[config.mk]
export PLATFORM = sky130hd
export DESIGN_NAME = hsm_ram
export DESIGN_NICKNAME = d
export VERILOG_FILES = /design/src/rtl/hsm_ram.sv
export SDC_FILE = /design/constraint.sdc
export NUM_CORES = 1
export LEC_CHECK = 0
export BUFFER_PORTS_ARGS = -buffer_cell sky130_fd_sc_hd__buf_2
export CAP_MARGIN = 20
export CORE_UTILIZATION = 37
export CTS_CLUSTER_SIZE = 28
export DETAILED_ROUTE_END_ITERATION = 6
export GPL_ROUTABILITY_DRIVEN = 1
export HOLD_SLACK_MARGIN = 0.1
export RECOVER_POWER = 50
export SETUP_SLACK_MARGIN = 0.15
export SLEW_MARGIN = 20
export SYNTH_ARGS = -nofsm -noshare
export SYNTH_HDL_FRONTEND = slang
export SYNTH_SLANG_ARGS = --single-unit
[constraint.sdc]
create_clock -name clk -period 4.02 [get_ports clk]
set_input_delay 0.402 -clock clk [delete_from_list [all_inputs] [get_ports clk]]
set_output_delay 0.402 -clock clk [all_outputs]
set_load 0.03 [all_outputs]
[src/rtl/hsm_ram.sv]
// generic single write port ram with one registered read port
module hsm_ram #(
	parameter int unsigned WIDTH = 8,
	parameter int unsigned DEPTH = 16
) (
	input  logic                     clk,
	input  logic                     wr_en,
	input  logic [$clog2(DEPTH)-1:0] wr_addr,
	input  logic [WIDTH-1:0]         wr_data,
	input  logic                     rd_en,
	input  logic [$clog2(DEPTH)-1:0] rd_addr,
	output logic [WIDTH-1:0]         rd_data
);

	logic [WIDTH-1:0] mem [DEPTH];

	always_ff @(posedge clk) begin
		if (wr_en) begin
			mem[wr_addr] <= wr_data;
		end
		if (rd_en) begin
			rd_data <= mem[rd_addr];
		end
	end

endmodule

==> metrics.txt <==
# TYPE chip_impl_metric gauge
chip_impl_metric{name="worst_ir_drop_vdd",unit="mV"} 0.274
chip_impl_metric{name="final_design_area_no_fill",unit="um2"} 6130
chip_impl_metric{name="combPwrFrac",unit="%"} 4.5
chip_impl_metric{name="postSynthRegisterBits",unit=""} 136
chip_impl_metric{name="setup_total_negative_slack",unit="ns"} 0
chip_impl_metric{name="muxShareOfSynthArea",unit="%"} 14.8
chip_impl_metric{name="dp_slack",unit="ns"} 1.53
chip_impl_metric{name="post-place-cells",unit=""} 429
chip_impl_metric{name="syn_inst",unit=""} 229
chip_impl_metric{name="syn-cell-area",unit="um2"} 5230
chip_impl_metric{name="via_count_of_the_first_global_routing_pass",unit=""} 2492
chip_impl_metric{name="floorplan.rows",unit=""} 43
chip_impl_metric{name="ant_nets",unit=""} 0
chip_impl_metric{name="seq_power_share",unit="%"} 48.2
chip_impl_info{name="min-delay-path-class",value="input port to flip-flop"} 1
chip_impl_metric{name="final_layout_size_suffix_gt1_share",unit="%"} 24.6
chip_impl_metric{name="initial_utilization",unit="%"} 37.8
chip_impl_metric{name="achievable_clock_frequency",unit="MHz"} 499
chip_impl_metric{name="switching_share",unit="%"} 19.7
chip_impl_metric{name="wl_per_cell",unit="um"} 21.9
chip_impl_info{name="class_of_the_most_critical_setup_path",value="input port to flip-flop"} 1
chip_impl_info{name="worstSetupEndpointType",value="flip-flop"} 1
chip_impl_metric{name="die_width",unit="um"} 121
chip_impl_metric{name="clock_sinks",unit=""} 136
chip_impl_info{name="cts_root_buffer",value="clkbuf_16"} 1
chip_impl_metric{name="multi_input_comb_area",unit="um2"} 1060
chip_impl_metric{name="worst_hold_slack",unit="ns"} 0.472
chip_impl_metric{name="postRouteWirelength",unit="um"} 10100
chip_impl_metric{name="placement.io_buffers",unit=""} 26
chip_impl_metric{name="share_of_power_burned_in_the_clock_network",unit="%"} 47.4
chip_impl_metric{name="holdBufCountCts",unit=""} 0
chip_impl_metric{name="clock_skew",unit="ns"} 0.00988
chip_impl_metric{name="synth_compound_area_share",unit="%"} 2.30
chip_impl_metric{name="power.density_cell_area",unit="nW/um2"} 545
chip_impl_metric{name="dieArea",unit="um2"} 14600
chip_impl_metric{name="cts.repair.resized",unit=""} 0
chip_impl_info{name="routed.top_layer",value="met4"} 1
chip_impl_metric{name="hpwlAfterDp",unit="um"} 6200
chip_impl_metric{name="switchingPower",unit="mW"} 0.657
chip_impl_metric{name="path_clk_slew",unit="ns"} 0.05
chip_impl_metric{name="synthesized_nets",unit=""} 248
chip_impl_metric{name="wl_met1",unit="um"} 4150
chip_impl_metric{name="max_slew.worst_pin.slew",unit="ns"} 0.999
chip_impl_metric{name="count_of_unresolved_drc_violations_after_routing",unit=""} 0
chip_impl_info{name="critical_path.slowest_cell",value="mux4_2"} 1
chip_impl_metric{name="post-cts-setup-buffers",unit=""} 0
chip_impl_metric{name="register_area",unit="um2"} 4080
chip_impl_metric{name="grt_pass1_wl",unit="um"} 15300
chip_impl_metric{name="met3_length",unit="um"} 896
chip_impl_metric{name="fillCellCount",unit=""} 1162
chip_impl_metric{name="core",unit="um2"} 13800
chip_impl_metric{name="global_route.usage.total",unit="%"} 15.4
chip_impl_metric{name="syn-mean-instance-area",unit="um2"} 22.8
chip_impl_metric{name="synthToLayoutAreaGrowth",unit="%"} 17.2
chip_impl_metric{name="period_needed",unit="ns"} 2.00
chip_impl_metric{name="synth_xor_xnor_area_share",unit="%"} 0
chip_impl_info{name="critical_path.startpoint_type",value="input port"} 1
chip_impl_metric{name="place_congestion",unit=""} 0.703
chip_impl_metric{name="power.static_leakage",unit="nW"} 1.99
chip_impl_info{name="synth_top_cells_by_area",value="edfxtp_1 78%, mux4_2 7.8%, mux4_1 7.0%, a22oi_1 2.3%, nor2_1 0.93%"} 1
chip_impl_metric{name="cp_num_buf_inv",unit=""} 2
chip_impl_metric{name="die_extent_in_y",unit="um"} 121
chip_impl_metric{name="cts_made_buffers",unit=""} 17
chip_impl_info{name="tritoncts_clock_tree",value="yes"} 1
chip_impl_metric{name="wl_met2",unit="um"} 4980
chip_impl_metric{name="synth_seq_area_share",unit="%"} 78.1
chip_impl_metric{name="final.period_utilization",unit="%"} 49.8
chip_impl_metric{name="drtIter0Drc",unit=""} 181
chip_impl_metric{name="design_power_total",unit="mW"} 3.34
chip_impl_info{name="combinational_family_with_the_most_area_after_synthesis",value="multiplexers"} 1
chip_impl_info{name="yosysTopAreaCell",value="edfxtp_1"} 1
chip_impl_metric{name="slew_headroom",unit="%"} 33.2
chip_impl_info{name="grt_setup_unrepaired",value="no"} 1
chip_impl_metric{name="simple_gate_fraction_of_synth_area",unit="%"} 3.14
chip_impl_info{name="status",value="completed"} 1
chip_impl_metric{name="initial_antenna_violation_count",unit=""} 1
chip_impl_metric{name="drv_slew",unit=""} 0
chip_impl_metric{name="yosysWarnings",unit=""} 0
chip_impl_metric{name="internal_power",unit="mW"} 2.68
chip_impl_metric{name="layout.cells.non_filler",unit=""} 462
chip_impl_metric{name="final_nets",unit=""} 287
chip_impl_metric{name="design.portCount",unit=""} 27
chip_impl_metric{name="max_cap_violations",unit=""} 0
chip_impl_metric{name="hold_viol",unit=""} 0
chip_impl_metric{name="worst_case_clock_buffer_depth",unit=""} 2
chip_impl_metric{name="worstPathMaxFanout",unit=""} 20
chip_impl_metric{name="post-route-util",unit="%"} 44.3
chip_impl_metric{name="grt_overflow",unit=""} 0
chip_impl_metric{name="htreeDepth",unit=""} 4
chip_impl_metric{name="worstPathRequired",unit="ns"} 4.16
chip_impl_metric{name="firstDrtPassIters",unit=""} 4
chip_impl_metric{name="synthAdderAreaFrac",unit="%"} 0
chip_impl_metric{name="netlist.area_leader.share",unit="%"} 78.1
chip_impl_metric{name="grt_max_degree",unit=""} 33
chip_impl_metric{name="vias_per_cell",unit=""} 5.14
chip_impl_metric{name="setup_viol",unit=""} 0
chip_impl_metric{name="worst_slack",unit="ns"} 2.02
chip_impl_metric{name="dpl_cell_area",unit="um2"} 5530
chip_impl_metric{name="clkLatencyLatePin",unit="ns"} 0.42
chip_impl_metric{name="detailroute.via_count",unit=""} 2376
chip_impl_info{name="timing.critical_path.cells",value="buf_2, buf_4, mux4_2, a22oi_1, nand2_1"} 1
chip_impl_metric{name="critical-path-max-stage-delay",unit="ns"} 0.55
chip_impl_metric{name="synth.lib_cells_used.distinct",unit=""} 18
chip_impl_info{name="worst_path_top_cell_family_by_delay",value="buffers and inverters"} 1
chip_impl_metric{name="cp.arrival",unit="ns"} 2.14
## registers in the layout (all words and copies together), names as in the netlist
name     flops
mem        128
rd_data      8
## cells in the mapped netlist, drive strengths merged
cell type and number:
nor2b 1, edfxtp 136, nand2b 2, nor2 13
nand3 1, a22oi 16, or3b 1, and2 1
nor3 4, nand2 9, and2b 1, nand3b 2
clkdlybuf4s25 3, buf 7, mux4 32
## cell type report
class                   count  area share, %
diodes                      1         0.0408
clock buffers              17           6.94
clock inverters            15           3.00
multi-input cells          83           17.3
flip-flops and latches    136           66.7
well taps                 180           3.68
repair buffers             30           2.35
## power by group through the flow
stage | Combinational, mW | Sequential (mW) | Clock [mW]
CTS | 0.154 | 1.61 | 1.61
global placement | 0.150 | 1.64 | 0
detailed placement | 0.154 | 1.64 | 0
finish | 0.149 | 1.61 | 1.58
floorplan | 0.0806 | 1.65 | 0
global route | 0.163 | 1.61 | 1.66
## cell families (layout without fill, tap and decap cells)
| kind of cell | after synthesis | count (layout) |
|---|---|---|
| flops | 136 | 136 |
| simple gates | 35 | 35 |
| mux | 32 | 32 |
| compound gates | 16 | 16 |
| buf+inv | 10 | 62 |
| other cells | 0 | 1 |
## final timing paths
check | cells past startpoint | to | startpoint | slack, ns
worst min register to register | 3 | rd_data[1] | mem[12][1] | 0.75
worst max register to register | 3 | rd_data[1] | mem[2][1] | 2.54
worst max-delay path | 5 | rd_data[6] | rd_addr[0] | 2.02
worst min-delay path | 2 | mem[12][0] | wr_addr[0] | 0.47
## layer usage
layer / vias up / track usage [%]
met1: 1207 / 20.6
met2: 98 / 23.6
li1: 1062 / -
met3: 9 / 4.46
met4: 0 / 6.71
met5: - / 0
## placed cells by master, fill, tap and decap left out
cell type,Yosys,final
a22oi_1,16,16
and2_1,1,1
and2b_1,1,1
buf_2,3,16
buf_4,1,3
bufinv_16,0,4
clkbuf_1,0,11
clkbuf_16,0,17
clkinv_1,0,2
clkinv_2,0,5
clkinv_4,0,1
clkinvlp_4,0,3
diode_2,0,1
edfxtp_1,136,136
mux4_1,14,14
mux4_2,18,18
nand2_1,9,9
nand2b_1,2,2
nand3_1,1,1
nand3b_1,2,2
nor2_1,13,13
nor2b_1,1,1
nor3_1,4,3
nor3_2,0,1
or3b_2,1,1
(Power assumes the default switching activity.)
