`src/rtl/hsm_pkg.sv`:
```
// shared constants and types of the hash set membership table
package hsm_pkg;

	// operation codes carried in s_tuser
	localparam logic [1:0] OP_INSERT = 2'd0;
	localparam logic [1:0] OP_QUERY  = 2'd1;
	localparam logic [1:0] OP_DELETE = 2'd2;

	localparam int unsigned KEY_W = 32;

	// outcome of one bucket lookup
	typedef struct packed {
		logic hit;
		logic drop;
		logic valid_we;
		logic key_we;
	} hsm_upd_t;

endpackage

```
`src/rtl/hsm_match.sv`:
```
// way compare and row update for one bucket
module hsm_match #(
	parameter int unsigned WAYS = 4
) (
	input  logic [1:0]                     op,
	input  logic [hsm_pkg::KEY_W-1:0]      key,
	input  logic [WAYS-1:0]                valid_row,
	input  logic [WAYS*hsm_pkg::KEY_W-1:0] key_row,
	output hsm_pkg::hsm_upd_t              upd,
	output logic [WAYS-1:0]                valid_row_nxt,
	output logic [WAYS*hsm_pkg::KEY_W-1:0] key_row_nxt
);

	import hsm_pkg::*;

	logic [WAYS-1:0] hit_vec;
	logic [WAYS-1:0] hit_oh;
	logic [WAYS-1:0] free_oh;
	logic            hit;
	logic            full;

	always_comb begin
		for (int w = 0; w < WAYS; w++) begin
			hit_vec[w] = valid_row[w] && (key_row[w*KEY_W +: KEY_W] == key);
		end
	end

	// lowest matching way, lowest free way
	assign hit_oh  = hit_vec & (~hit_vec + 1'b1);
	assign free_oh = ~valid_row & (valid_row + 1'b1);
	assign hit     = |hit_vec;
	assign full    = &valid_row;

	always_comb begin
		for (int w = 0; w < WAYS; w++) begin
			key_row_nxt[w*KEY_W +: KEY_W] = free_oh[w] ? key : key_row[w*KEY_W +: KEY_W];
		end
	end

	always_comb begin
		upd           = '0;
		upd.hit       = hit;
		valid_row_nxt = valid_row;
		case (op)
			OP_INSERT: begin
				if (!hit && full) begin
					upd.drop = 1'b1;
				end else if (!hit) begin
					upd.valid_we  = 1'b1;
					upd.key_we    = 1'b1;
					valid_row_nxt = valid_row | free_oh;
				end
			end
			OP_DELETE: begin
				if (hit) begin
					upd.valid_we  = 1'b1;
					valid_row_nxt = valid_row & ~hit_oh;
				end
			end
			default: begin
				// query and the unused code leave the row alone
			end
		endcase
	end

endmodule

```
`config.mk`:
```
export PLATFORM = sky130hd
export DESIGN_NAME = hsm_match
export DESIGN_NICKNAME = d
export VERILOG_FILES = /design/src/rtl/hsm_pkg.sv /design/src/rtl/hsm_match.sv
export SDC_FILE = /design/constraint.sdc
export NUM_CORES = 1
export LEC_CHECK = 0
export BUFFER_PORTS_ARGS = -buffer_cell sky130_fd_sc_hd__buf_2
export CORE_AREA = 2 2 116 118
export DETAILED_ROUTE_END_ITERATION = 16
export DIE_AREA = 0 0 118 120
export PLACE_DENSITY_LB_ADDON = 0.1
export SYNTH_ARGS = -nofsm -noshare
export SYNTH_HDL_FRONTEND = slang
export SYNTH_SLANG_ARGS = --single-unit
```
`constraint.sdc`:
```
create_clock -name vclk -period 4.1
set_input_delay 0.41 -clock vclk [all_inputs]
set_output_delay 0.41 -clock vclk [all_outputs]
set_load 0.01 [all_outputs]
```
==> results.toml, run 1 <==
[status]
outcome = "completed"

[global_routing]
grt_pass1_vias = 3907
overflow = 0
grt_pass1_wl_um = 22800
track_usage_pct = 20.3
grt_antenna_before_repair = 0
grt_max_degree = 41

[timing]
fin_hold_ws_ps = 1140
clock.fmax_mhz = 310
min_period_ps = 3220
worstMarginPinSlew_ps = 956
drv_slew = 0
hold_violations = 0
max_slew_margin_pct = 36.3
post-route-period-util_pct = 78.6
finalSetupTns_ps = 0
fin_ws_ps = 877
setup_viol = 0
grt_setup_unrepaired = "false"

[cts]
post_cts_buffers = 0
hold_buffers = 0
cts_resized = 0

[run]
maxCapViolCount = 0

[drt]
post_drt_via_cell_ratio = 4.78
wl_um = 15600
first_pass_iters = 4
drtIter0Drc = 120
num_vias = 3962
antenna_left = 0
wire_per_inst_um = 18.8
drc = 0

[synthesis]
syn_inst = 397
ys_seq_area_share_pct = 0
syn_area_per_cell_um2 = 8.83
syn_nets = 563
ys_types = 34
synth_warnings = 0
syn_area_mm2 = 0.00350

[final_layout]
design.seq.count = 0
layout_common_cells = "302 x buf_2, 109 x xnor2_1, 88 x mux2_2"
final-seq-area_um2 = 0
antenna_cells = 0
final_cell_count_no_fill = 829
multi_input_comb_area_mm2 = 0.00321
final.clkbuf_count = 0
num-nets-final = 821
final_common_cell = "buf_2"
n_fill_cell = 1405
layout-drive-gt1-share_pct = 62.0
syn2layout_area_growth_pct = 41.9

[floorplan]
start_util_pct = 27.0
rows = 42
fp.dieArea_mm2 = 0.0142
dieHeight_um = 120
ioPinCount = 302
die_x_um = 118
core_mm2 = 0.0130

[pwr]
p_total_mw = 0.602
powerDensity_mw_per_mm2 = 121
p_leak_nw = 2.18
ir_worst_vdd_v = 0.0000437

[min_path]
hold_path_class = "input pin to output port"
min_from = "key_row[56]"

[critical_path]
crit_arrival_ps = 2810
crit_slowest_cell = "or4_1"
slowest_delay_ps = 530
crit_start = "key[31]"
critPathCaptureType = "output port"
crit_chain = "buf_2, xnor2_1, nand4_1, or4_1, nor4_1, or4b_1, mux2i_1, buf_2"
startpoint_type = "input pin"
path_max_fanout = 8
critPathRequiredTime_ps = 3690
cpMostUsedCell = "buf_2"
path_class = "input pin to output port"
crit_path_end = "upd[1]"

[placement]
port_buffers = 302
gp_congestion = 0.866
detailed_place_hpwl_um = 13200
place_ws_ps = 940
dp.cells = 829
routing by layer:
layer | up-vias | GRT usage [%] | share of wire, %
met1 | 1861 | 26.6 | 45
met4 | 0 | 1.81 | 0.94
li1 | 1937 | - | -
met2 | 154 | 37.1 | 49
met5 | - | 0 | 0
met3 | 10 | 2.23 | 4.9
logic make-up after synthesis:
group | Yosys count | share of synthesized area, %
AND/OR/NAND/NOR | 80 | 13.9
buffers and inverters | 51 | 8.68
multiplexers | 129 | 41.4
AO/OA/AOI/OAI | 9 | 2.00
XOR/XNOR | 128 | 34.0
cells in the mapped netlist, drive strengths merged:
| cell type | instances | area share, % |
|---|---|---|
| a21oi | 1 | 0.14 |
| or3b | 1 | 0.25 |
| mux2 | 128 | 41 |
| nand4 | 34 | 6.1 |
| or4 | 2 | 0.43 |
| clkbuf | 8 | 0.86 |
| inv | 2 | 0.21 |
| and4 | 2 | 0.50 |
| buf | 41 | 7.6 |
| nand2b | 2 | 0.36 |
| nor2 | 7 | 0.75 |
| nor4 | 11 | 2.0 |
| nand3b | 2 | 0.43 |
| mux2i | 1 | 0.29 |
| or4b | 2 | 0.57 |
| o31ai | 3 | 0.64 |
| xnor2 | 117 | 31 |
| o21ai | 2 | 0.29 |
| o41ai | 2 | 0.71 |
| and3 | 1 | 0.32 |
| nor3 | 2 | 0.29 |
| o211ai | 1 | 0.21 |
| nor2b | 1 | 0.18 |
| nand2 | 5 | 0.54 |
| and3b | 1 | 0.25 |
| nand3 | 7 | 1.0 |
| xor2 | 11 | 2.7 |
worst min-delay path by stage:
stage	cells past startpoint	slack [ps]	endpoint
global route	3	1160	key_row_nxt[124]
global placement	3	1140	key_row_nxt[115]
floorplan	1	870	upd[2]
detailed placement	3	1140	key_row_nxt[53]
finish	3	1140	key_row_nxt[56]
CTS	3	1150	key_row_nxt[56]
critical path: cells and delay by family:
family	cells	cell delay, ps
xor gates and xnor gates	1	370
and+or+nand+nor	4	1490
buffers and inverters	2	310
muxes	1	220
final cells by class:
| type | count | share of cell area, % |
|---|---|---|
| multi-input cells | 346 | 64.6 |
| well taps | 176 | 4.43 |
| inverters | 2 | 0.151 |
| repair buffers | 305 | 30.9 |
report_power, final:
| group | internal (mW) | leakage (nW) | switching (mW) |
|---|---|---|---|
| clock network | 0 | 0 | 0 |
| logic | 0.292 | 2.18 | 0.310 |
| registers | 0 | 0 | 0 |
| total | 0.292 | 2.18 | 0.310 |
through the flow:
stage	area, um2	util, %
after CTS	4970	38.3
after global routing	4970	38.3
final	4970	38.3
after floorplan	3500	-
after global placement	4970	38.3
after detailed placement	4970	38.3
Power figures use the tool's default switching activity.
==> inputs of run 2 (changes only) <==
- clock period: 4.1 -> 3.02 ns (I/O delays scaled with it)
==> results.toml, run 2 (same netlist as run 1, synthesis figures left out) <==
[timing]
finalSetupTns_ps = 0
clock.fmax_mhz = 346
hold_violations = 0
fin_ws_ps = 134
min_period_ps = 2890
drv_slew = 0
max_slew_margin_pct = 61.5
grt_setup_unrepaired = "false"
setup_viol = 0
post-route-period-util_pct = 95.6
worstMarginPinSlew_ps = 577
fin_hold_ws_ps = 927

[floorplan]
core_mm2 = 0.0130
dieHeight_um = 120
rows = 42
die_x_um = 118
start_util_pct = 27.0
fp.dieArea_mm2 = 0.0142
ioPinCount = 302

[drt]
wl_um = 16000
post_drt_via_cell_ratio = 4.81
wire_per_inst_um = 18.9
first_pass_iters = 6
antenna_left = 0
drc = 0
num_vias = 4071
drtIter0Drc = 132

[final_layout]
syn2layout_area_growth_pct = 45.9
final-seq-area_um2 = 0
design.seq.count = 0
layout-drive-gt1-share_pct = 63.0
final_common_cell = "buf_2"
num-nets-final = 838
final_cell_count_no_fill = 846
antenna_cells = 0
layout_common_cells = "302 x buf_2, 109 x xnor2_1, 88 x mux2_2"
final.clkbuf_count = 0
finalCoreUtilization_pct = 39.4
design_area_mm2 = 0.00511

[global_routing]
grt_antenna_before_repair = 0
track_usage_pct = 21.0
grt_pass1_vias = 4087
grt_max_degree = 24
grt_pass1_wl_um = 23400
overflow = 0

[pwr]
p_total_mw = 0.837
ir_worst_vdd_v = 0.0000674
internal-power_mw = 0.408
power.switching_mw = 0.429
p_comb_share_pct = 100.0
p_clk_share_pct = 0
p_leak_nw = 2.27
pwr-share-seq_pct = 0
switching_share_pct = 51.2
powerDensity_mw_per_mm2 = 164

[critical_path]
cpMostUsedCell = "buf_2"
slowest_delay_ps = 520
crit_slowest_cell = "or4_1"
crit_arrival_ps = 2580
critPathCaptureType = "output port"
critPathRequiredTime_ps = 2720
startpoint_type = "input pin"
crit_chain = "buf_2, xnor2_1, nand4_1, or4_1, nor4_1, or4b_1, mux2i_1, buf_2"
path_class = "input pin to output port"
crit_family = "simple AND/OR/NAND/NOR gates"
timing.critical_path.buf_inv = 2
path_max_fanout = 6

[status]
outcome = "completed"

[placement]
detailed_place_hpwl_um = 13800
postPlaceCellArea_mm2 = 0.00511
place_ws_ps = 165
port_buffers = 302
gp_congestion = 0.851
dp.cells = 846

[min_path]
hold_path_class = "input pin to output port"
min_from = "key_row[117]"
hold_end = "key_row_nxt[117]"
min_delay_path_depth = 3

[cts]
hold_buffers = 0
cts_resized = 0
post_cts_buffers = 0

[run]
maxCapViolCount = 0
[run 2: cell types whose count changed in the layout (fill, tap and decap cells not counted)]
cell	change
buf_4	+16
buf_12	+1
[run 2: worst max-delay path by stage]
stage                        from     end  slack [ps]  cells past startpoint
after global placement    key[13]  upd[1]         210                      8
final                     key[31]  upd[1]         130                      8
after global routing       key[5]  upd[1]          10                      8
after floorplan           key[20]  upd[1]         610                      8
after CTS                  key[5]  upd[1]         150                      8
after detailed placement   key[5]  upd[1]         170                      8
[run 2: cell type report]
cell class,count,area (um2)
inverters,2,7.51
repair buffers,322,1670
well taps,176,220
fillers,1388,7870
multi-input cells,346,3210
[run 2: per-layer routing]
metal | part of all wire, % | track usage [%] | routed length (um) | up-vias
met4 | 1.4 | 2.94 | 224 | 0
met2 | 50 | 38.2 | 8010 | 183
met1 | 43 | 27.6 | 6830 | 1906
li1 | - | - | - | 1968
met5 | 0 | 0 | 0 | -
met3 | 5.8 | 1.52 | 926 | 14
[run 2: power groups by stage]
stage	logic [mW]	clock network (mW)	registers [mW]
2_1_floorplan	0.487	0	0
3_3_place_gp	0.839	0	0
3_5_place_dp	0.841	0	0
4_1_cts	0.846	0	0
5_1_grt	0.901	0	0
6_report	0.837	0	0
