## src/rtl/hsm_pkg.sv

```systemverilog
// shared constants and types of the hash set membership table
package hsm_pkg;

	// operation codes carried in s_tuser
	localparam logic [1:0] OP_INSERT = 2'd0;
	localparam logic [1:0] OP_QUERY  = 2'd1;
	localparam logic [1:0] OP_DELETE = 2'd2;

	localparam int unsigned KEY_W = 32;

	// outcome of one bucket lookup
	typedef struct packed {
		logic hit;
		logic drop;
		logic valid_we;
		logic key_we;
	} hsm_upd_t;

endpackage

```

## src/rtl/hsm_rem.sv

```systemverilog
// remainder of an unsigned key by the bucket count through a reciprocal multiply
module hsm_rem #(
	parameter int unsigned BUCKETS = 1024
) (
	input  logic                       clk,
	input  logic                       arst_n,
	input  logic                       start,
	input  logic [hsm_pkg::KEY_W-1:0]  dividend,
	output logic                       done,
	output logic [$clog2(BUCKETS)-1:0] rem
);

	import hsm_pkg::*;

	localparam int unsigned RW = $clog2(BUCKETS);
	localparam logic [RW:0] BKT = (RW + 1)'(BUCKETS);
	localparam logic [KEY_W-1:0] DIV_C = KEY_W'(BUCKETS);
	// floor of 2^32 over the bucket count: the quotient estimate is low by at most one
	localparam logic [KEY_W-1:0] RECIP = KEY_W'((64'd1 << KEY_W) / BUCKETS);

	logic               vld_s1;
	logic               vld_s2;
	logic               vld_s3;
	logic [KEY_W-1:0]   n_s1;
	logic [KEY_W-1:0]   n_s2;
	logic [KEY_W-1:0]   q_s2;
	logic [RW:0]        r_s3;
	logic [2*KEY_W-1:0] prod;
	logic [KEY_W-1:0]   back;
	logic [KEY_W-1:0]   diff;
	logic [RW:0]        r_fix;

	// quotient estimate, then back multiply; the product never exceeds the key
	assign prod  = {32'd0, n_s1} * {32'd0, RECIP};
	assign back  = q_s2 * DIV_C;
	assign diff  = n_s2 - back;
	// partial remainder is below twice the bucket count, one subtract corrects it
	assign r_fix = (r_s3 >= BKT) ? (r_s3 - BKT) : r_s3;

	always_ff @(posedge clk or negedge arst_n) begin
		if (!arst_n) begin
			vld_s1 <= 1'b0;
			vld_s2 <= 1'b0;
			vld_s3 <= 1'b0;
		end else begin
			vld_s1 <= start;
			vld_s2 <= vld_s1;
			vld_s3 <= vld_s2;
		end
	end

	always_ff @(posedge clk) begin
		if (start) begin
			n_s1 <= dividend;
		end
		if (vld_s1) begin
			q_s2 <= prod[2*KEY_W-1:KEY_W];
			n_s2 <= n_s1;
		end
		if (vld_s2) begin
			r_s3 <= diff[RW:0];
		end
	end

	assign done = vld_s3;
	assign rem  = r_fix[RW-1:0];

endmodule

```

## config.mk

```make
export PLATFORM = sky130hd
export DESIGN_NAME = hsm_rem
export DESIGN_NICKNAME = d
export VERILOG_FILES = /design/src/rtl/hsm_pkg.sv /design/src/rtl/hsm_rem.sv
export SDC_FILE = /design/constraint.sdc
export NUM_CORES = 1
export LEC_CHECK = 0
export BUFFER_PORTS_ARGS = -buffer_cell sky130_fd_sc_hd__clkbuf_2
export CAP_MARGIN = 25
export CORE_ASPECT_RATIO = 0.8
export CORE_UTILIZATION = 45
export DETAILED_ROUTE_END_ITERATION = 10
export GPL_TIMING_DRIVEN = 1
export PLACE_DENSITY = 0.78
export SLEW_MARGIN = 5
export SYNTH_ARGS = -nofsm -noshare
export SYNTH_HDL_FRONTEND = slang
export SYNTH_SLANG_ARGS = --single-unit
export TNS_END_PERCENT = 20
```

## constraint.sdc

```tcl
create_clock -name clk -period 1.7 [get_ports clk]
set_input_delay 0.34 -clock clk [delete_from_list [all_inputs] [get_ports clk]]
set_output_delay 0.34 -clock clk [all_outputs]
set_load 0.1 [all_outputs]
```

==> impl_metrics.ini, run 1 <==
[floorplanning]
rows = 14
initial_core_util_pct = 49.7
die_h_um = 43.7
ios = 46
core_area_um2 = 1960
die_area_um2 = 2360
die_w_um = 54.1

[run]
cap_viol_max_count = 0

[sta]
fmax_mhz = 697
setup_total_negative_slack_ns = 0
finClkSkew_ns = 0.0102
fin_crit_ns = 1.43
hold_viol = 0
slew_headroom_pct = 64.0
slew_viol_final = 0
rsz0062_at_grt = false
worst_slew_pin_slew_ns = 0.542
setup_viol_count_final = 0
min_period_over_period_pct = 84.4

[pwr]
switchingPower_mw = 0.353
pwr-share-comb_pct = 8.2
total_power_mw = 1.48
p_seq_share_pct = 65.8
p_int_mw = 1.13
ir_drop_mv = 0.733
pwr-share-clk_pct = 26.0
power.share.switching_pct = 23.8
power.density_nw_per_um2 = 1250
p_leak_nw = 0.460

[synth]
synthFlopType = edfxtp_1
ys.warnings.count = 0
synthTopCellsByArea = edfxtp_1, dfrtp_1
async_flop_share_pct = 9.09
yosysMostFrequentCell = edfxtp_1
ys_seq_area_share_pct = 100
synth_cell_types = 2
synth.top_cells.by_count = edfxtp_1, dfrtp_1
netlist_area_um2 = 976
avgSynthCellArea_um2 = 29.6
syn-num-nets = 68
syn_inst = 33
synth-edff-count = 30
ys_ff_latch = 33
yosysTopAreaCell = edfxtp_1
synth.top_cell.area_share_pct = 92.3

[detailed_routing]
drt_pass1_iterations = 2
antenna_left = 0
routed_wl_mm = 1.02
remaining_drc_errors = 0
vias = 397
via_per_inst = 4.46
first_iter_violations = 4
wl_per_cell_um = 11.5

[finish]
drive_gt1_share_pct = 46.2
multi_input_cells = 0
design_area_um2 = 1180
diodes = 0
synthToLayoutAreaGrowth_pct = 21.2
finalNetCount = 99
nFillCells = 162
seqCellArea_um2 = 976
multi_input_area_um2 = 0

[min_path]
holdCritPathClass = input pin to flop

[clock_tree]
clock_sinks = 33
cts.path.max_buffers = 2
cts_buffers = 5
cts-root-buf = clkbuf_4
clk_transition_reported_paths_ns = 0.10
clk-insertion-delay-late_ns = 0.31
cts_setup_buffers = 0
h-tree-depth = 2
cts_tree = done

[worst_setup_path]
slowest_stage = clkbuf_2
endpoint_kind = primary output
cp_top_family = buffers and inverters
critPathKind = flop to primary output
cp_num_buf_inv = 1
cpPeakStageDelay_ns = 0.45
worst_ep_required_time_ns = 1.36
cp_max_fo = 1
r2r_slack_ns = 0.74
arrival_ns = 1.09
crit_chain = clkbuf_2
startpoint_type = flop

[grt]
antenna_found_initial = 0
grt_pass1_wl_mm = 1.55
grt_max_degree = 12
grt_pass1_vias = 361
overflow = 0
grt_usage_pct = 10.9

[run_status]
outcome = complete, no violations

[placed_design]
place_area_um2 = 1120
gp_congestion = 0.579
port_buffers = 23
power groups by stage:
stage	clock [mW]	sequential [mW]	combinational [mW]
2_1_floorplan	0	1.08	0
3_3_place_gp	0	0.992	0.119
3_5_place_dp	0	0.995	0.120
4_1_cts	0.402	0.976	0.122
5_1_grt	0.441	0.982	0.125
6_report	0.386	0.975	0.121
metrics by stage:
stage | utilization [%] | hold WS, ns | instances | worst slack, ns
after detailed placement | 57.1 | 0.147 | 80 | 0.592
after global placement | 57.1 | 0.142 | 80 | 0.606
after global routing | 60.3 | 0.162 | 89 | 0.206
after CTS | 60.3 | 0.181 | 89 | 0.242
final | 60.3 | 0.196 | 89 | 0.265
after floorplan | - | 0.0444 | 33 | 0.456
cell type report:
class | count | area share, %
Sequential cell | 33 | 82.5
Timing Repair Buffer | 24 | 10.6
Clock buffer | 6 | 3.49
Tap cell | 24 | 2.54
Clock inverter | 2 | 0.847
repair_timing:
| item | in CTS | in global routing |
|---|---|---|
| hold endpoints to repair | 3 | 0 |
| gates resized for setup | 0 | 0 |
| endpoints found under the setup margin | 0 | 0 |
| hold buffers | 1 | 0 |
final timing paths:
path,startpoint,end,cells past startpoint
hold / removal,dividend[8],n_s1[8]$_DFFE_PP_,1
min in group asynchronous,arst_n,vld_s1$_DFF_PN0_,2
setup reg to reg,vld_s2$_DFF_PN0_,r_s3[7]$_DFFE_PP_,0
max in group asynchronous,arst_n,done$_DFF_PN0_,2
hold reg to reg,n_s2[3]$_DFFE_PP_,r_s3[3]$_DFFE_PP_,0
setup / recovery,r_s3[5]$_DFFE_PP_,rem[5],1
placed cells by master (no fill, tap or decap):
master          n
edfxtp_1       30
clkbuf_2       23
clkbuf_4        5
dfrtp_1         3
clkinv_2        2
clkbuf_1        1
dlygate4sd3_1   1
kinds of logic after synthesis:
kind of cell and share of synthesized area [%]:
DFF 100
sequential cells by signal (all words and copies together) (netlist names):
signal and count:
vld_s2 1, done 1, vld_s1 1, n_s1 10
r_s3 10, n_s2 10
per-layer routing:
metal  part of all wire (%)  GRT usage (%)  vias up
met2                     42           13.3       27
met1                     46           13.6      178
met4                      0           7.69        0
li1                       -              -      192
met5                      0              0        -
met3                     11           7.37        0
Power figures use the tool's default switching activity.
==> run 2, diff against run 1 <==
- ABC_AREA: default -> 1
- CORE_UTILIZATION: 45 -> 43
- PLACE_DENSITY: 0.78 -> 0.75
- clock period: 1.7 -> 1.39 ns (I/O delays scaled with it)
==> run 2 against run 1 <==
Effect of this change: combinational power up 30%; critical endpoint is now rem[6]; die area up 4.5%; routed wire length down 13%; flip-flop and latch count unchanged; highest routed layer unchanged; register-to-register slack worse by 0.27 ns; critical path depth unchanged.
==> impl_metrics.ini, run 2 (synthesized netlist as in run 1, its figures left out) <==
[clock_tree]
cts_setup_buffers = 0
cts_buffers = 5
clock_sinks = 33
clk-insertion-delay-late_ns = 0.31
cts_tree = done
hold_buffers = 1
cts.path.max_buffers = 2
clk_transition_reported_paths_ns = 0.10
cts_resized = 0
h-tree-depth = 2
cts-root-buf = clkbuf_4

[pwr]
ir_drop_mv = 1.07
total_power_mw = 1.81
p_leak_nw = 0.465
power.density_nw_per_um2 = 1500

[placed_design]
place_ws_ns = 0.482
dp_cells = 81
place_area_um2 = 1150
port_buffers = 23
gp_congestion = 0.621

[detailed_routing]
first_iter_violations = 3
remaining_drc_errors = 0
routed_wl_um = 890
wl_per_cell_um = 9.89
drt_pass1_iterations = 2
vias = 367
via_per_inst = 4.08
antenna_left = 0

[finish]
layout_common_cells = edfxtp_1, clkbuf_2, buf_4, clkbuf_4, dfrtp_1
finalNetCount = 99
multi_input_cells = 0
drive_gt1_share_pct = 44.6
top_regs = n_s1 x10, n_s2 x10, r_s3 x10
multi_input_area_um2 = 0
design_area_um2 = 1210
diodes = 0
final_common_cell = edfxtp_1
final_cell_count_no_fill = 90
synthToLayoutAreaGrowth_pct = 24.0

[worst_setup_path]
cp_max_fo = 1
cpPeakStageDelay_ns = 0.34
slowest_stage = edfxtp_1
worst_ep_required_time_ns = 1.11
crit_chain = buf_4
critPathKind = flop to primary output
arrival_ns = 0.92
endpoint_kind = primary output
cp_top_family = flip-flops
cp_num_buf_inv = 1
startpoint_type = flop

[grt]
grt_usage_pct = 8.84
overflow = 0
antenna_found_initial = 0
grt_pass1_vias = 347
grt_pass1_wl_mm = 1.50
grt_max_degree = 12

[run]
cap_viol_max_count = 0

[floorplanning]
die_w_um = 55.3
core_area_um2 = 2140
die_h_um = 44.6
ios = 46
initial_core_util_pct = 45.6
die_area_um2 = 2470
rows = 15

[sta]
rsz0062_at_grt = false
fin_crit_ns = 1.20
worst_slew_pin_slew_ns = 0.375
slew_viol_final = 0
min_period_over_period_pct = 86.5
fin_ws_ns = 0.187
setup_viol_count_final = 0
hold_viol = 0
setup_total_negative_slack_ns = 0
fmax_mhz = 831
slew_headroom_pct = 75.0
finClkSkew_ns = 0.0135

[run_status]
outcome = complete, no violations

[min_path]
holdCritPathClass = input pin to flop
## run 2: cell count changes in the layout (fill, tap and decap cells not counted)
cell,change
clkbuf_1,+1
buf_4,+11
clkinv_2,-1
clkbuf_2,-11
## run 2: worst paths after layout
| kind | startpoint | depth (start not counted) | slack (ns) | end |
|---|---|---|---|---|
| max in group asynchronous | arst_n | 2 | 0.97 | done$_DFF_PN0_ |
| worst min register to register | n_s1[0]$_DFFE_PP_ | 0 | 0.42 | n_s2[0]$_DFFE_PP_ |
| worst max register to register | vld_s1$_DFF_PN0_ | 0 | 0.47 | n_s2[3]$_DFFE_PP_ |
| min in group asynchronous | arst_n | 2 | 0.29 | vld_s1$_DFF_PN0_ |
| worst max-delay path | r_s3[6]$_DFFE_PP_ | 1 | 0.19 | rem[6] |
| worst min-delay path | dividend[7] | 1 | 0.13 | n_s1[7]$_DFFE_PP_ |
## run 2: layout make-up
class | instances | area [um2]
sequential | 33 | 976
clock buffer | 7 | 45.0
clock inverter | 1 | 5.00
tap | 25 | 31.3
timing repair buffer | 24 | 153
fill | 174 | 930
## run 2: stage by stage
| step | util, % | hold WS (ns) |
|---|---|---|
| detailed placement | 53.7 | 0.0809 |
| floorplan | - | -0.0176 |
| global placement | 53.7 | 0.0768 |
| CTS | 56.5 | 0.119 |
| finish | 56.5 | 0.133 |
| global route | 56.5 | 0.104 |
## run 2: metal layers
layer / track usage [%] / share of wire [%]
met1: 10.8 / 45
met2: 10.6 / 42
met3: 7.60 / 12
met4: 4.50 / 0
met5: 0 / 0
## run 2: where the power goes
group | internal [mW] | switching, mW | total, mW | leakage (nW)
Combinational | 0.0318 | 0.125 | 0.157 | 0.107
Sequential | 1.17 | 0.0246 | 1.19 | 0.329
Clock | 0.197 | 0.266 | 0.463 | 0.0293
Total | 1.39 | 0.416 | 1.81 | 0.465
